`config.mk`:
```
export PLATFORM = sky130hd
export DESIGN_NAME = c_style_integer_parser
export DESIGN_NICKNAME = d
export VERILOG_FILES = /design/src/rtl/cip_pkg.sv /design/src/rtl/cip_front.sv /design/src/rtl/cip_queue.sv /design/src/rtl/cip_back.sv /design/src/rtl/c_style_integer_parser.sv
export SDC_FILE = /design/constraint.sdc
export NUM_CORES = 1
export LEC_CHECK = 0
export BUFFER_PORTS_ARGS = -buffer_cell sky130_fd_sc_hd__buf_4
export CORE_MARGIN = 2
export CORE_UTILIZATION = 50
export CTS_BUF_LIST = sky130_fd_sc_hd__clkbuf_4 sky130_fd_sc_hd__clkbuf_8
export DETAILED_ROUTE_END_ITERATION = 10
export PLACE_DENSITY = 0.67
export SYNTH_ARGS = -nofsm -noshare
export SYNTH_HDL_FRONTEND = slang
export SYNTH_SLANG_ARGS = --single-unit
```
`constraint.sdc`:
```
create_clock -name i_clk -period 6.4 [get_ports i_clk]
set_clock_uncertainty 0.15 [all_clocks]
set_input_delay 0.32 -clock i_clk [delete_from_list [all_inputs] [get_ports i_clk]]
set_output_delay 0.32 -clock i_clk [all_outputs]
set_load 0.02 [all_outputs]
```
`src/rtl/cip_pkg.sv`:
```
// ----------------------------------------------------------------------------
// cip_pkg
// Shared types and constants of the C-style integer parser.
// ----------------------------------------------------------------------------
package cip_pkg;

    // Depth of the queue between the classifier and the parser
    localparam int QUEUE_DEPTH = 4;

    localparam int CHAR_W  = 8;
    localparam int VALUE_W = 64;
    localparam int DIGIT_W = 4;

    // Radix codes as reported on the result
    typedef enum logic [1:0] {
        RX_DEC = 2'd0,
        RX_HEX = 2'd1,
        RX_BIN = 2'd2,
        RX_OCT = 2'd3
    } t_radix;

    // Parse phase, one-hot
    typedef enum logic [2:0] {
        PH_SIGN = 3'b001,
        PH_ZERO = 3'b010,
        PH_BODY = 3'b100
    } t_phase;

    // Classified character, as queued for the parser
    typedef struct packed {
        logic [DIGIT_W-1:0] digit;     // symbol value of a hex symbol
        logic               digit_ok;  // byte is 0-9, a-f or A-F
        logic               is_zero;
        logic               is_plus;
        logic               is_minus;
        logic               is_x;      // 'x' or 'X'
        logic               is_b;      // 'b' or 'B'
        logic               sign_en;   // signed mode at acceptance
        logic               last;
    } t_cls;

endpackage

```
`src/rtl/cip_front.sv`:
```
// ----------------------------------------------------------------------------
// cip_front
// Accepts characters, holds the mode register and classifies each byte.
// ----------------------------------------------------------------------------
module cip_front (
    input  logic                        i_clk,
    input  logic                        i_rst_n,
    input  logic                        i_in_valid,
    output logic                        o_in_stall,
    input  logic [cip_pkg::CHAR_W-1:0]  i_char_code,
    input  logic                        i_last_char,
    input  logic                        i_cfg_valid,
    output logic                        o_cfg_ready,
    input  logic                        i_cfg_data,
    input  logic                        i_q_full,
    output logic                        o_push,
    output cip_pkg::t_cls               o_cls
);

    localparam logic [7:0] CH_PLUS  = 8'h2B;
    localparam logic [7:0] CH_MINUS = 8'h2D;
    localparam logic [7:0] CH_0     = 8'h30;
    localparam logic [7:0] CH_9     = 8'h39;
    localparam logic [7:0] CH_UA    = 8'h41;
    localparam logic [7:0] CH_UF    = 8'h46;
    localparam logic [7:0] CH_LA    = 8'h61;
    localparam logic [7:0] CH_LF    = 8'h66;
    localparam logic [7:0] CH_UB    = 8'h42;
    localparam logic [7:0] CH_LB    = 8'h62;
    localparam logic [7:0] CH_UX    = 8'h58;
    localparam logic [7:0] CH_LX    = 8'h78;
    localparam logic [7:0] LETTER_OFS = 8'd10;

    logic       r_signed_mode;
    logic       is_dec;
    logic       is_lo;
    logic       is_up;
    logic [7:0] sym;

    // Mode register, always ready
    assign o_cfg_ready = 1'b1;

    always_ff @(posedge i_clk) begin
        if (!i_rst_n) begin
            r_signed_mode <= 1'b1;
        end else if (i_cfg_valid) begin
            r_signed_mode <= i_cfg_data;
        end
    end

    // Hold off the sender while the queue is full
    assign o_in_stall = i_q_full;
    assign o_push     = i_in_valid && !i_q_full;

    // Classify the byte
    assign is_dec = (i_char_code >= CH_0)  && (i_char_code <= CH_9);
    assign is_lo  = (i_char_code >= CH_LA) && (i_char_code <= CH_LF);
    assign is_up  = (i_char_code >= CH_UA) && (i_char_code <= CH_UF);

    always_comb begin
        priority if (is_dec) begin
            sym = i_char_code - CH_0;
        end else if (is_lo) begin
            sym = i_char_code - CH_LA + LETTER_OFS;
        end else if (is_up) begin
            sym = i_char_code - CH_UA + LETTER_OFS;
        end else begin
            sym = '0;
        end
    end

    always_comb begin
        o_cls.digit    = sym[cip_pkg::DIGIT_W-1:0];
        o_cls.digit_ok = is_dec || is_lo || is_up;
        o_cls.is_zero  = (i_char_code == CH_0);
        o_cls.is_plus  = (i_char_code == CH_PLUS);
        o_cls.is_minus = (i_char_code == CH_MINUS);
        o_cls.is_x     = (i_char_code == CH_LX) || (i_char_code == CH_UX);
        o_cls.is_b     = (i_char_code == CH_LB) || (i_char_code == CH_UB);
        o_cls.sign_en  = r_signed_mode;
        o_cls.last     = i_last_char;
    end

endmodule

```
`src/rtl/cip_queue.sv`:
```
// ----------------------------------------------------------------------------
// cip_queue
// Short FIFO of classified characters between classifier and parser.
// ----------------------------------------------------------------------------
module cip_queue #(
    parameter int DEPTH = cip_pkg::QUEUE_DEPTH
) (
    input  logic          i_clk,
    input  logic          i_rst_n,
    input  logic          i_push,
    input  cip_pkg::t_cls i_data,
    input  logic          i_pop,
    output logic          o_valid,
    output logic          o_full,
    output cip_pkg::t_cls o_data
);

    localparam int PTR_W = (DEPTH > 1) ? $clog2(DEPTH) : 1;
    localparam int CNT_W = $clog2(DEPTH + 1);
    localparam logic [PTR_W-1:0] PTR_LAST = PTR_W'(DEPTH - 1);
    localparam logic [CNT_W-1:0] CNT_FULL = CNT_W'(DEPTH);

    cip_pkg::t_cls    r_mem [DEPTH];
    logic [PTR_W-1:0] r_wr_ptr;
    logic [PTR_W-1:0] r_rd_ptr;
    logic [CNT_W-1:0] r_count;
    logic [CNT_W-1:0] n_count;

    assign o_valid = (r_count != '0);
    assign o_full  = (r_count == CNT_FULL);
    assign o_data  = r_mem[r_rd_ptr];

    // Store the pushed beat
    always_ff @(posedge i_clk) begin
        if (i_push) begin
            r_mem[r_wr_ptr] <= i_data;
        end
    end

    always_comb begin
        n_count = r_count;
        if (i_push && !i_pop) begin
            n_count = r_count + CNT_W'(1);
        end else if (i_pop && !i_push) begin
            n_count = r_count - CNT_W'(1);
        end
    end

    // Advance the pointers and the fill count
    always_ff @(posedge i_clk) begin
        if (!i_rst_n) begin
            r_wr_ptr <= '0;
            r_rd_ptr <= '0;
            r_count  <= '0;
        end else begin
            if (i_push) begin
                r_wr_ptr <= (r_wr_ptr == PTR_LAST) ? '0 : r_wr_ptr + PTR_W'(1);
            end
            if (i_pop) begin
                r_rd_ptr <= (r_rd_ptr == PTR_LAST) ? '0 : r_rd_ptr + PTR_W'(1);
            end
            r_count <= n_count;
        end
    end

endmodule

```
`src/rtl/cip_back.sv`:
```
// ----------------------------------------------------------------------------
// cip_back
// Runs the sign, prefix and digit phases and holds the result register.
// ----------------------------------------------------------------------------
module cip_back (
    input  logic                         i_clk,
    input  logic                         i_rst_n,
    input  logic                         i_q_valid,
    input  cip_pkg::t_cls                i_cls,
    output logic                         o_pop,
    output logic                         o_out_valid,
    input  logic                         i_out_stall,
    output logic [cip_pkg::VALUE_W-1:0]  o_value_bits,
    output logic                         o_well_formed,
    output logic [1:0]                   o_radix_code
);

    localparam int VW = cip_pkg::VALUE_W;
    localparam int DW = cip_pkg::DIGIT_W;

    cip_pkg::t_phase r_phase, n_phase;
    cip_pkg::t_radix r_radix, n_radix, use_radix, fin_radix;
    logic            r_par, n_par;
    logic            r_bad, n_bad;
    logic            r_seen, n_seen;
    logic [VW-1:0]   r_acc, n_acc, acc_shift, acc_step, fin_acc;
    logic            take;
    logic            in_range;
    logic            fin_zero;
    logic            fin_ok;

    logic            r_out_valid;
    logic [VW-1:0]   r_out_val;
    logic            r_out_neg;
    logic            r_out_ok;
    cip_pkg::t_radix r_out_radix;

    // Take a beat unless it ends a token and the result slot stays occupied
    assign o_pop = i_q_valid && (!i_cls.last || !r_out_valid || !i_out_stall);

    // Phase logic for one character
    always_comb begin
        n_phase   = r_phase;
        n_par     = r_par;
        n_radix   = r_radix;
        n_bad     = r_bad;
        n_seen    = r_seen;
        n_acc     = r_acc;
        use_radix = r_radix;
        take      = 1'b0;
        unique case (r_phase)
            cip_pkg::PH_SIGN: begin
                if (i_cls.sign_en && (i_cls.is_plus || i_cls.is_minus)) begin
                    n_par = r_par ^ i_cls.is_minus;
                end else if (i_cls.is_zero) begin
                    n_phase = cip_pkg::PH_ZERO;
                end else begin
                    n_radix   = cip_pkg::RX_DEC;
                    use_radix = cip_pkg::RX_DEC;
                    take      = 1'b1;
                    n_phase   = cip_pkg::PH_BODY;
                end
            end
            cip_pkg::PH_ZERO: begin
                if (i_cls.is_x) begin
                    n_radix = cip_pkg::RX_HEX;
                end else if (i_cls.is_b) begin
                    n_radix = cip_pkg::RX_BIN;
                end else begin
                    n_radix   = cip_pkg::RX_OCT;
                    use_radix = cip_pkg::RX_OCT;
                    take      = 1'b1;
                end
                n_phase = cip_pkg::PH_BODY;
            end
            default: begin
                take = 1'b1;
            end
        endcase

        if (take) begin
            if (i_cls.digit_ok && in_range) begin
                n_acc  = acc_step;
                n_seen = 1'b1;
            end else begin
                n_bad = 1'b1;
            end
        end
    end

    // Digit range check and shift-add by the radix
    always_comb begin
        unique case (use_radix)
            cip_pkg::RX_DEC: begin
                in_range  = ({1'b0, i_cls.digit} < 5'd10);
                acc_shift = (r_acc << 3) + (r_acc << 1);
            end
            cip_pkg::RX_HEX: begin
                in_range  = 1'b1;
                acc_shift = r_acc << 4;
            end
            cip_pkg::RX_BIN: begin
                in_range  = ({1'b0, i_cls.digit} < 5'd2);
                acc_shift = r_acc << 1;
            end
            default: begin
                in_range  = ({1'b0, i_cls.digit} < 5'd8);
                acc_shift = r_acc << 3;
            end
        endcase
        acc_step = acc_shift + {{(VW-DW){1'b0}}, i_cls.digit};
    end

    // Resolve a lone leading zero at the end of the token
    assign fin_zero  = (n_phase == cip_pkg::PH_ZERO);
    assign fin_radix = fin_zero ? cip_pkg::RX_DEC : n_radix;
    assign fin_acc   = fin_zero ? '0 : n_acc;
    assign fin_ok    = (fin_zero || n_seen) && !n_bad;

    // Parse state: advance per beat, clear after the last one
    always_ff @(posedge i_clk) begin
        if (!i_rst_n) begin
            r_phase <= cip_pkg::PH_SIGN;
            r_par   <= 1'b0;
            r_acc   <= '0;
            r_radix <= cip_pkg::RX_DEC;
            r_bad   <= 1'b0;
            r_seen  <= 1'b0;
        end else if (o_pop) begin
            if (i_cls.last) begin
                r_phase <= cip_pkg::PH_SIGN;
                r_par   <= 1'b0;
                r_acc   <= '0;
                r_radix <= cip_pkg::RX_DEC;
                r_bad   <= 1'b0;
                r_seen  <= 1'b0;
            end else begin
                r_phase <= n_phase;
                r_par   <= n_par;
                r_acc   <= n_acc;
                r_radix <= n_radix;
                r_bad   <= n_bad;
                r_seen  <= n_seen;
            end
        end
    end

    // Result register: load on the last beat, drop once taken
    always_ff @(posedge i_clk) begin
        if (!i_rst_n) begin
            r_out_valid <= 1'b0;
        end else if (o_pop && i_cls.last) begin
            r_out_valid <= 1'b1;
        end else if (!i_out_stall) begin
            r_out_valid <= 1'b0;
        end
    end

    always_ff @(posedge i_clk) begin
        if (o_pop && i_cls.last) begin
            r_out_val   <= fin_ok ? fin_acc : '0;
            r_out_neg   <= fin_ok && n_par;
            r_out_ok    <= fin_ok;
            r_out_radix <= fin_radix;
        end
    end

    // Apply the sign on the way out
    assign o_out_valid   = r_out_valid;
    assign o_value_bits  = r_out_neg ? (VW'(0) - r_out_val) : r_out_val;
    assign o_well_formed = r_out_ok;
    assign o_radix_code  = r_out_radix;

endmodule

```
`src/rtl/c_style_integer_parser.sv`:
```
// ----------------------------------------------------------------------------
// c_style_integer_parser
// Parses a C-style integer token, one byte per beat, into a 64-bit value.
// ----------------------------------------------------------------------------
// Input channel: i_in_valid / o_in_stall with i_char_code and i_last_char.
//   A byte is taken at an edge with valid high and stall low.
// Output channel: o_out_valid / i_out_stall with o_value_bits, o_well_formed
//   and o_radix_code; one result per byte marked last.
// Config channel: i_cfg_valid / o_cfg_ready, i_cfg_data is signed_mode.
// Throughput: one byte per cycle while o_in_stall is low, set by the
//   combinational shift-add of the accumulator in the parser.
// Result path: a last byte is queued, then popped into the result register.
// A four-entry queue separates the classifier from the parser; while the
//   receiver stalls, the held result stays put, bytes keep flowing until a
//   further last byte reaches the parser, and o_in_stall rises when the
//   queue fills.
// Reset clears the queue, the parse state and the result, and sets
//   signed_mode to 1. No clearing pass is needed.
// ----------------------------------------------------------------------------
module c_style_integer_parser #(
    parameter int QUEUE_DEPTH = cip_pkg::QUEUE_DEPTH
) (
    input  logic                         i_clk,
    input  logic                         i_rst_n,
    input  logic                         i_in_valid,
    output logic                         o_in_stall,
    input  logic [cip_pkg::CHAR_W-1:0]   i_char_code,
    input  logic                         i_last_char,
    output logic                         o_out_valid,
    input  logic                         i_out_stall,
    output logic [cip_pkg::VALUE_W-1:0]  o_value_bits,
    output logic                         o_well_formed,
    output logic [1:0]                   o_radix_code,
    input  logic                         i_cfg_valid,
    output logic                         o_cfg_ready,
    input  logic                         i_cfg_data
);

    logic          push;
    logic          pop;
    logic          q_valid;
    logic          q_full;
    cip_pkg::t_cls cls_in;
    cip_pkg::t_cls cls_out;

    // Classify incoming bytes
    cip_front u_front (
        .i_clk       (i_clk),
        .i_rst_n     (i_rst_n),
        .i_in_valid  (i_in_valid),
        .o_in_stall  (o_in_stall),
        .i_char_code (i_char_code),
        .i_last_char (i_last_char),
        .i_cfg_valid (i_cfg_valid),
        .o_cfg_ready (o_cfg_ready),
        .i_cfg_data  (i_cfg_data),
        .i_q_full    (q_full),
        .o_push      (push),
        .o_cls       (cls_in)
    );

    // Decouple the two halves
    cip_queue #(
        .DEPTH (QUEUE_DEPTH)
    ) u_queue (
        .i_clk   (i_clk),
        .i_rst_n (i_rst_n),
        .i_push  (push),
        .i_data  (cls_in),
        .i_pop   (pop),
        .o_valid (q_valid),
        .o_full  (q_full),
        .o_data  (cls_out)
    );

    // Parse and report
    cip_back u_back (
        .i_clk         (i_clk),
        .i_rst_n       (i_rst_n),
        .i_q_valid     (q_valid),
        .i_cls         (cls_out),
        .o_pop         (pop),
        .o_out_valid   (o_out_valid),
        .i_out_stall   (i_out_stall),
        .o_value_bits  (o_value_bits),
        .o_well_formed (o_well_formed),
        .o_radix_code  (o_radix_code)
    );

endmodule

```
* Word level (Yosys, flattened, before mapping)
Memories as Yosys holds them, arrays and structs flattened. A register that Yosys moved wholly into a read port is not among the register bits. Cells that the tools add are included.
Operators by class: reduce and logical (&&, ||, !) cells 31, mux-type cells 46, order comparisons 9, $add $sub $neg 12, bitwise gates (word level) 2, equality and inequality tests 16
Operators with widths (number):
- 64-bit 2-to-1 mux | 4
- 64-bit one-hot mux with 3 select lines | 1
- 64-bit by 4-bit adder with 64-bit output | 1
- 64-bit adder | 1
- 1-bit by 64-bit subtractor with 64-bit output (first input constant) | 1
- 8-bit by 7-bit == test with 1-bit output (second input constant) | 4
- 8-bit by 6-bit == test with 1-bit output (second input constant) | 3
- 2-bit 2-to-1 mux | 10
- 1-bit 2-to-1 mux | 18
- 8-bit by 7-bit >= comparator with 1-bit output (second input constant) | 2
- 8-bit by 7-bit less-or-equal comparator with 1-bit output (second input constant) | 2
- 3-bit 2-to-1 mux | 5
- 1-bit logical AND | 12
- 4-bit 2-to-1 mux | 3
- 4-bit by 1-bit subtractor with 4-bit output (second input constant) | 3
- 4-bit adder (second input constant) | 2
- 8-bit by 6-bit >= comparator with 1-bit output (second input constant) | 1
- 8-bit by 6-bit less-or-equal comparator with 1-bit output (second input constant) | 1
- 1-bit logical OR | 8
- 4-bit < comparator (second input constant) | 2
- 2-bit one-hot mux with 2 select lines | 2
- 1-bit logical NOT | 7
- 2-bit == test (second input constant) | 3
- 3-bit by 2-bit == test with 1-bit output (second input constant) | 2
- other kinds (17) | 18
Storage, ports and cells: input port bits 15, memory bits (writable) 48, memories kept 1, output and inout port bits 70, logic and storage cells 132, bits in registers 149
Memories:
- u_queue.r_mem | words 4, width 12, rd ports 1, clocked after Yosys merged registers in 1, wr ports 1, line cip_queue.sv:23 | cip_pkg::t_cls r_mem [DEPTH];

* Longest topological paths before layout
depth in word-level cells 13, gate-level depth with buffers 22, mapped depth without buffers 16

* By module
A second synthesis with hierarchy kept.
Second synthesis, totals: cell total of the unflattened synthesis 2152, area total of the unflattened synthesis 17287.8 sq um
Modules (own cells, without submodules):
- cip_back | cells each 2000, seq. area each 3503.4 sq um, times used 1, area an instance 14751.6 sq um
- cip_queue | cells each 106, seq. area each 1621.6 sq um, times used 1, area an instance 2194.6 sq um
- cip_front | cells each 46, seq. area each 20.0 sq um, times used 1, area an instance 341.6 sq um

* Least setup slack after synthesis
No wires, ideal clock.
path type register -> register, start register (tool-made name), end register u_back.r_out_val[48], data pin, clock period less this slack 5.460 ns, path buffers 5, stages on the path, launching flop included 20, setup slack 0.940 ns, data arrival time 5.163 ns, required time 6.103 ns, setup time 0.147 ns, cells stage by stage dfxtp_1 > buf_6 > mux4_2 > nor2_1 > o21ai_1 > nand2_1 > clkbuf_1 > buf_2 > clkbuf_1 > buf_1 > o22ai_1 > ha_1 > a21oi_1 > o32ai_1 > nand3_1 > nor4b_4 > nand4_4 > o21a_1 > or3_1 > a21oi_1
RTL lines:
- end signal, assigned | line cip_back.sv:161 | r_out_val <= fin_ok ? fin_acc : '0;
- end, declared | line cip_back.sv:33 | logic [VW-1:0] r_out_val;

==> out/qor.yml <==
yosysMostFrequentCell: "nand2_1"
final_cell_count_no_fill: 2684
num_vias: 17400
ctsLongestPathBuffers: 2
crit_path_end_kind: "register"
antennaDiodeCount: 0
cts_resized: 0
top_level_ports: 85
hp-class: "input pin to register"
power_leakage_nw: 6.53
internal_power_w: 0.00321
dp_cells: 2648
critPathMaxFanout: 52
syn-cell-area_um2: 17800
clockPowerShare_pct: 13.3
finalCriticalPeriod_ns: 5.96
synthTopCellsByArea: "edfxtp_1 20%, dfxtp_1 9.3%, nand2_1 5.9%"
cts_root_buf: "clkbuf_8"
drt-initial-drc-count: 2207
p_sw_w: 0.00273
htreeDepth: 4
critPathLaunchType: "register"
routed_wirelength_um: 58300
ys_ff_latch: 199
drv_slew: 0
first_pass_iters: 6
cap_viol_max_count: 0
dp_hpwl_um: 46200
yosys.area.top_type_share_pct: 19.5
layout-drive-gt1-share_pct: 10.9
clkTransAtPathRegs_ns: 0.10
synth_warnings: 0
setup_ws_ns: 0.440
hold_viol_final: 0
viasPerCell: 6.49
grt_max_degree: 80
wl_per_cell_um: 21.7
grt_antenna_before_repair: 1
core-area_um2: 35400
cts_sinks: 199
overflow: 0
area_growth_pct: 7.54
synth_common_cells: "282 x nand2_1, 178 x a21oi_1, 166 x nor2_1"
max_slew.worst_pin.slew_ns: 1.31
cts_inserted_buffers: 17
synth_edf_count: 116
cts_tree: "yes"
grt_pass1_wl_um: 89200
switching_share_pct: 45.9
setup_viol: 0
num_rows: 69
start_util_pct: 50.4
power_frac_comb_pct: 54.1
grt_usage_pct: 31.2
fin_crit_sh_pct: 93.1
fp.dieH_um: 193
crit_arrival_ns: 6.06
rsz0062_at_grt: "false"
fmaxAchievable_ghz: 0.168
antenna_left: 0
ir_drop_mv: 0.418
p_total_w: 0.00594
p_seq_share_pct: 32.5
critical_path_required_ns: 6.50
yosys.area.top_type: "edfxtp_1"
yosysSeqAreaShare_pct: 28.8
syn_inst: 2194
post-place-ws_ns: 0.492
power_density_nw_per_um2: 309
status: "finished clean"
yosys_most_used_dff: "edfxtp_1"
tns_ns: 0
synth_nets: 2287
place_congestion: 0.993
drc: 0
async_flop_share_pct: 0
yosysUniqueCellTypes: 102
die-width_um: 193
clk_latency_ns: 0.50
dieArea_um2: 37200
critPathKind: "register to register"
grt_pass1_vias: 15200
num-nets-final: 2303
finalCoreUtilization_pct: 54.2
syn_avg_cell_area_um2: 8.13
slew_headroom_pct: 10.7
io_buffers: 83
critical path, stage by stage, from the launching register on:
cell	delay, ns
dfxtp_1	0.55
buf_4	0.27
mux4_2	0.58
nor3_4	0.34
a2bb2oi_4	0.41
buf_4	0.32
buf_4	0.52
nand2_1	0.12
a32oi_1	0.25
o311ai_1	0.29
a2111oi_2	0.65
nand4_1	0.37
nor4_2	0.50
mux2i_1	0.30
nor3_2	0.08
sequential cells by signal, summed over array words and instances (netlist names), named ones only:
register / cells
u_queue.r_count: 3
u_back.r_out_val: 64
u_back.r_par: 1
u_queue.r_mem: 48
u_back.r_acc: 64
u_back.r_radix: 2
u_back.o_out_valid: 1
u_queue.r_wr_ptr: 2
u_back.r_bad: 1
u_back.o_well_formed: 1
u_back.r_out_neg: 1
u_back.o_radix_code: 2
u_back.r_seen: 1
u_back.r_phase: 3
u_queue.r_rd_ptr: 2
u_front.r_signed_mode: 1
area by class of cell:
class / count / area [um^2]
clock buffer: 20 / 263
clock inverter: 12 / 120
fill: 3340 / 16200
inverter: 35 / 131
multi-input combinational: 1833 / 12000
sequential: 199 / 5140
tap: 461 / 577
timing repair buffer: 124 / 953
cell families after synthesis:
kind of cell	share of synthesized area, %
AND/OR/NAND/NOR	25.3
AO/OA/AOI/OAI	25.8
flip-flops	28.8
buffers and inverters	4.07
XOR/XNOR	6.67
adder cells (fa/ha/maj)	5.59
multiplexers	3.72
other	0.0210
placed cells by master, fill, tap and decap left out, types with 23 or more instances in the layout:
cell type,instances
nand2_1,280
a21oi_1,178
nor2_1,165
o21ai_0,161
buf_4,119
edfxtp_1,116
xnor2_1,113
dfxtp_1,83
nand3_1,77
ha_1,75
nand4_1,48
nor3_1,45
a211oi_1,44
nor2b_1,36
or3_1,36
o31ai_1,35
inv_1,34
a21o_1,32
mux2i_1,31
and2_1,28
a31oi_1,25
a22oi_1,24
xor2_1,23
metrics by stage:
step           hold WS [ns]  instance area [um^2]
2_1_floorplan         0.269                 17800
3_3_place_gp          0.303                 18800
3_5_place_dp          0.314                 18800
4_1_cts              0.0284                 19200
5_1_grt              0.0550                 19200
6_report             0.0766                 19200
per-layer routing:
| layer | routed length [um] | vias up | track usage [%] | share of wire [%] |
|---|---|---|---|---|
| met4 | 848 | 0 | 6.18 | 1.5 |
| li1 | - | 8300 | - | - |
| met3 | 6180 | 54 | 6.08 | 11 |
| met1 | 28900 | 8288 | 51.3 | 50 |
| met2 | 22400 | 787 | 41.1 | 38 |
| met5 | 0 | - | 0 | 0 |
power by group through the flow:
| stage | Combinational, W | Sequential, W | Clock, W |
|---|---|---|---|
| after global routing | 0.00348 | 0.00196 | 0.000860 |
| after detailed placement | 0.00320 | 0.00196 | 0 |
| after floorplan | 0.00212 | 0.00189 | 0 |
| after CTS | 0.00321 | 0.00193 | 0.000808 |
| after global placement | 0.00316 | 0.00194 | 0 |
| final | 0.00322 | 0.00193 | 0.000791 |
what timing repair did:
item,4_1_cts,5_1_grt
setup buffers,0,0
hold buffers,4,0
endpoints found under the hold margin,6,0
worst paths after layout:
check	from	to	slack, ns	depth (start not counted)
max	register	u_back.r_out_val[63]	0.44	14
min	i_rst_n	u_front.r_signed_mode	0.08	2
max reg2reg	register	u_back.r_out_val[63]	0.44	14
min reg2reg	u_back.r_seen	u_back.r_seen	0.33	2
(Power assumes the default switching activity.)
